[config.mk]
export PLATFORM = sky130hd
export DESIGN_NAME = lat_ant_move
export DESIGN_NICKNAME = d
export VERILOG_FILES = /design/src/sv/lat_pkg.sv /design/src/sv/lat_ant_move.sv
export SDC_FILE = /design/constraint.sdc
export NUM_CORES = 1
export LEC_CHECK = 0
export ABC_AREA = 1
export BUFFER_PORTS_ARGS = -buffer_cell sky130_fd_sc_hd__buf_2
export CAP_MARGIN = 20
export CELL_PAD_IN_SITES_DETAIL_PLACEMENT = 0
export CELL_PAD_IN_SITES_GLOBAL_PLACEMENT = 1
export CORE_ASPECT_RATIO = 0.9
export CORE_MARGIN = 2
export CORE_UTILIZATION = 39
export DETAILED_ROUTE_END_ITERATION = 12
export PLACE_DENSITY_LB_ADDON = 0.08
export SLEW_MARGIN = 15
export SYNTH_ARGS = -nofsm -noshare
export SYNTH_HDL_FRONTEND = slang
export SYNTH_SLANG_ARGS = --single-unit
[constraint.sdc]
create_clock -name vclk -period 3.81
set_input_delay 0.762 -clock vclk [all_inputs]
set_output_delay 0.762 -clock vclk [all_outputs]
set_load 0.01 [all_outputs]
[src/sv/lat_pkg.sv]
// ----------------------------------------------------------------------------
// lat_pkg
// Shared request codes, heading codes and default sizes for the ant grid.
// ----------------------------------------------------------------------------
`default_nettype none

package lat_pkg;

  localparam int GRID_SIZE_DEF = 256;
  localparam int NUM_ANTS_DEF  = 4;

  typedef enum logic [1:0] {
    REQ_STEP  = 2'd0,
    REQ_READ  = 2'd1,
    REQ_PLACE = 2'd2
  } req_t;

  localparam logic [1:0] HEAD_UP    = 2'd0;
  localparam logic [1:0] HEAD_RIGHT = 2'd1;
  localparam logic [1:0] HEAD_DOWN  = 2'd2;
  localparam logic [1:0] HEAD_LEFT  = 2'd3;

  localparam logic [1:0] TURN_RIGHT = 2'd1;
  localparam logic [1:0] TURN_LEFT  = 2'd3;
  localparam logic [1:0] TURN_BACK  = 2'd2;

endpackage

`default_nettype wire

[src/sv/lat_ant_move.sv]
// ----------------------------------------------------------------------------
// lat_ant_move
// Turn on the cell value, advance one cell, reverse at the border.
// ----------------------------------------------------------------------------
`default_nettype none

module lat_ant_move #(
  parameter int GRID_SIZE = 256,
  parameter int CW        = 8
) (
  input  wire logic [CW-1:0] col,
  input  wire logic [CW-1:0] row,
  input  wire logic [1:0]    heading,
  input  wire logic          cell_bit,
  output logic [CW-1:0]      col_next,
  output logic [CW-1:0]      row_next,
  output logic [1:0]         heading_next,
  output logic               bounce
);

  import lat_pkg::*;

  localparam logic [CW-1:0] MAX_POS = CW'(GRID_SIZE - 1);

  function automatic logic can_go(logic [CW-1:0] c, logic [CW-1:0] r, logic [1:0] h);
    logic ok;
    case (h)
      HEAD_UP:    ok = (r != '0);
      HEAD_RIGHT: ok = (c != MAX_POS);
      HEAD_DOWN:  ok = (r != MAX_POS);
      default:    ok = (c != '0);
    endcase
    return ok;
  endfunction

  function automatic logic [CW-1:0] col_after(logic [CW-1:0] c, logic [1:0] h);
    logic [CW-1:0] v;
    case (h)
      HEAD_RIGHT: v = c + 1'b1;
      HEAD_LEFT:  v = c - 1'b1;
      default:    v = c;
    endcase
    return v;
  endfunction

  function automatic logic [CW-1:0] row_after(logic [CW-1:0] r, logic [1:0] h);
    logic [CW-1:0] v;
    case (h)
      HEAD_UP:   v = r - 1'b1;
      HEAD_DOWN: v = r + 1'b1;
      default:   v = r;
    endcase
    return v;
  endfunction

  logic [1:0] h_turn;
  logic [1:0] h_back;
  logic       ok_turn;
  logic       ok_back;

  always_comb begin
    h_turn  = heading + (cell_bit ? TURN_LEFT : TURN_RIGHT);
    h_back  = h_turn + TURN_BACK;
    ok_turn = can_go(col, row, h_turn);
    ok_back = can_go(col, row, h_back);
    bounce  = !ok_turn;
    if (ok_turn) begin
      heading_next = h_turn;
      col_next     = col_after(col, h_turn);
      row_next     = row_after(row, h_turn);
    end else if (ok_back) begin
      heading_next = h_back;
      col_next     = col_after(col, h_back);
      row_next     = row_after(row, h_back);
    end else begin
      heading_next = h_back;
      col_next     = col;
      row_next     = row;
    end
  end

endmodule

`default_nettype wire

==> impl_metrics.csv <==
group,metric,value,unit
status,outcome,"completed",
cts,holdBufCountCts,0,
synth,syn_inst,341,
hold_path,worstHoldStart,"row[0]",
synth,syn_nets,370,
global_route,globalRouteMet3Util,0.460,%
layout,drive_above_1_share,15.7,%
worst_setup_path,critPathMaxFanout,10,
floorplan,die_h,65.5,microns
global_route,antenna_found_initial,0,
synth,post-synth-top-area-fraction,30.2,%
routing,drc,0,
synth,synth_top_family_by_area,"simple AND/OR/NAND/NOR gates",
synth,synth_adder_area_share,7.63,%
routing,wl_per_cell,11.8,microns
timing,setup_ws,455,ps
routing,firstDrtPassIters,5,
power,peakVddDrop,0.0975,mV
hold_path,hold_depth,4,
worst_setup_path,crit_arrival,2590,ps
layout,syn2layout_area_growth,14.2,%
routing,vias_per_cell,5.31,
layout,seq_cells,0,
global_route,grt_start_max_net_pins,19,
synth,synth_most_common_cell,"nand2_1",
layout,clock_buffers,0,
synth,synth_area_leaders,"nand2_1 (30%), nand3_1 (16%), nor2_1 (11%)",
global_route,grt_pass1_wl,8470,microns
floorplan,dieArea,4740,sq um
placed_design,routabilityCongestion,0.918,
floorplan,core,4050,sq um
hold_path,hold_end,"row_next[0]",
floorplan,ios,38,
timing,hold_viol,0,
timing,fmax,298,MHz
routing,dr.first_iter.drc_count,185,
synth,yosys.area_share.simple,63.4,%
timing,finalSetupTns,0,ps
layout,diodes,0,
global_route,grt.overflow.total,0,
power,combinationalPowerShare,100.0,%
worst_setup_path,worst_setup_path_end_kind,"primary output",
routing,totalWireLength,5000,microns
layout,nets,406,
global_route,grt.total_usage,21.4,%
synth,syn_avg_cell_area,4.81,sq um
flow_run,cap_violations,0,
cts,ctsResizeCount,0,
timing,finalCriticalPeriod,3360,ps
synth,yosysSeqAreaShare,0,%
synth,yosysWarnings,0,
timing,timing.final.crit_share,88.1,%
synth,synth.distinct_cells,28,
floorplan,die_w,72.4,microns
power,switching_share,62.4,%
placed_design,portBuffers,38,
global_route,grt_pass1_vias,1855,
power,p_leak,1.03,nW
global_route,grt_use_met1,35.3,%
synth,synthesis.area,1640,sq um
synth,yosysTopAreaCell,"nand2_1",
power,seq_power_share,0,%
synth,synth-xor-area-share,3.20,%
floorplan,num_rows,22,
layout,regArea,0,sq um
global_route,grt.busiest_layer,"met1",
timing,setup_viol,0,
worst_setup_path,path_class,"in2out",
power,p_per_area,177,nW/um^2
routing,vias,2245,
synth,synth-compound-area-share,13.3,%
power,pwr-share-clk,0,%
timing,slew_viol_final,0,
power,power.internal,125,uW
worst_setup_path,crit_required,3050,ps
global_route,met2_usage,30.8,%
timing,relSlewSlack,69.4,%
floorplan,initial_core_util,40.5,%
worst_setup_path,critPathLaunchType,"input port",
placed_design,preCtsSetupSlack,431,ps
power,p_switching,207,uW
layout,nFillCells,497,
routing,antenna_left,0,
cts,postCtsSetupRepairBufs,0,
timing,rsz0062_at_grt,"false",
synth,synth_common_cells,"nand2_1 (132), nand3_1 (54), nor2_1 (50), inv_1 (28)",
hold_path,hold_class,"in2out",
timing,tightest_slew,457,ps
placed_design,place_hpwl,4020,microns
synth,muxShareOfSynthArea,0,%
## area by class of cell
class | instances | area, sq um | area share [%]
tap | 48 | 60.1 | 3.21
multi-input combinational | 298 | 1440 | 76.6
inverter | 32 | 123 | 6.55
timing repair buffer | 45 | 255 | 13.6
## power groups by stage
| stage | clock (mW) | sequential, mW | combinational (mW) |
|---|---|---|---|
| 6_report | 0 | 0 | 0.332 |
| 5_1_grt | 0 | 0 | 0.377 |
| 4_1_cts | 0 | 0 | 0.332 |
| 3_5_place_dp | 0 | 0 | 0.330 |
| 3_3_place_gp | 0 | 0 | 0.330 |
| 2_1_floorplan | 0 | 0 | 0.230 |
## layer usage
metal  wire (microns)  share of wire, %
met1             2580                52
met2             2090                42
met3              318               6.4
met4               17              0.34
met5                0                 0
## worst max-delay path, stage by stage
cell	delay, ps
buf_2	100
xnor2_1	250
ha_1	230
clkinv_1	260
nand2_2	200
nor2_1	70
nor2_2	240
buf_12	170
nand2_1	50
nand3_1	60
nand2_1	70
buf_2	140
## logic make-up (layout without fill, tap and decap cells)
kind of cell | count (synthesis) | count (layout)
AOI/OAI and AO/OA | 33 | 33
xor gates and xnor gates | 6 | 6
adders and majority gates | 10 | 10
buffers and inverters | 43 | 77
and+or+nand+nor | 249 | 249
## per-stage QoR
stage | cells | total power [mW] | instance area, sq um | utilization, % | hold slack [ps]
after floorplan | 341 | 0.230 | 1640 | - | 1600
after global placement | 423 | 0.330 | 1870 | 46.3 | 1870
after detailed placement | 423 | 0.330 | 1870 | 46.3 | 1870
after CTS | 423 | 0.332 | 1870 | 46.3 | 1870
after global routing | 423 | 0.377 | 1870 | 46.3 | 1920
final | 423 | 0.332 | 1870 | 46.3 | 1860
## cell usage in the layout (no fill, tap or decap), drive strengths merged
cell type	count
a21oi	5
a221oi	2
a31oi	1
buf	45
clkinv	1
ha	10
inv	31
nand2	136
nand3	54
nand4	3
nor2	54
o211ai	8
o21ai	12
o21bai	1
o221ai	2
o22ai	2
or2	2
xnor2	3
xor2	3
## worst max path at each step
stage / from / end / slack, ps / depth (start not counted)
after detailed placement: cell_bit / row_next[3] / 430 / 12
after global routing: cell_bit / col_next[2] / 210 / 12
after global placement: cell_bit / col_next[0] / 470 / 12
after floorplan: cell_bit / row_next[2] / 870 / 10
after CTS: cell_bit / row_next[3] / 420 / 12
final: cell_bit / row_next[3] / 450 / 12
Power figures use the tool's default switching activity.
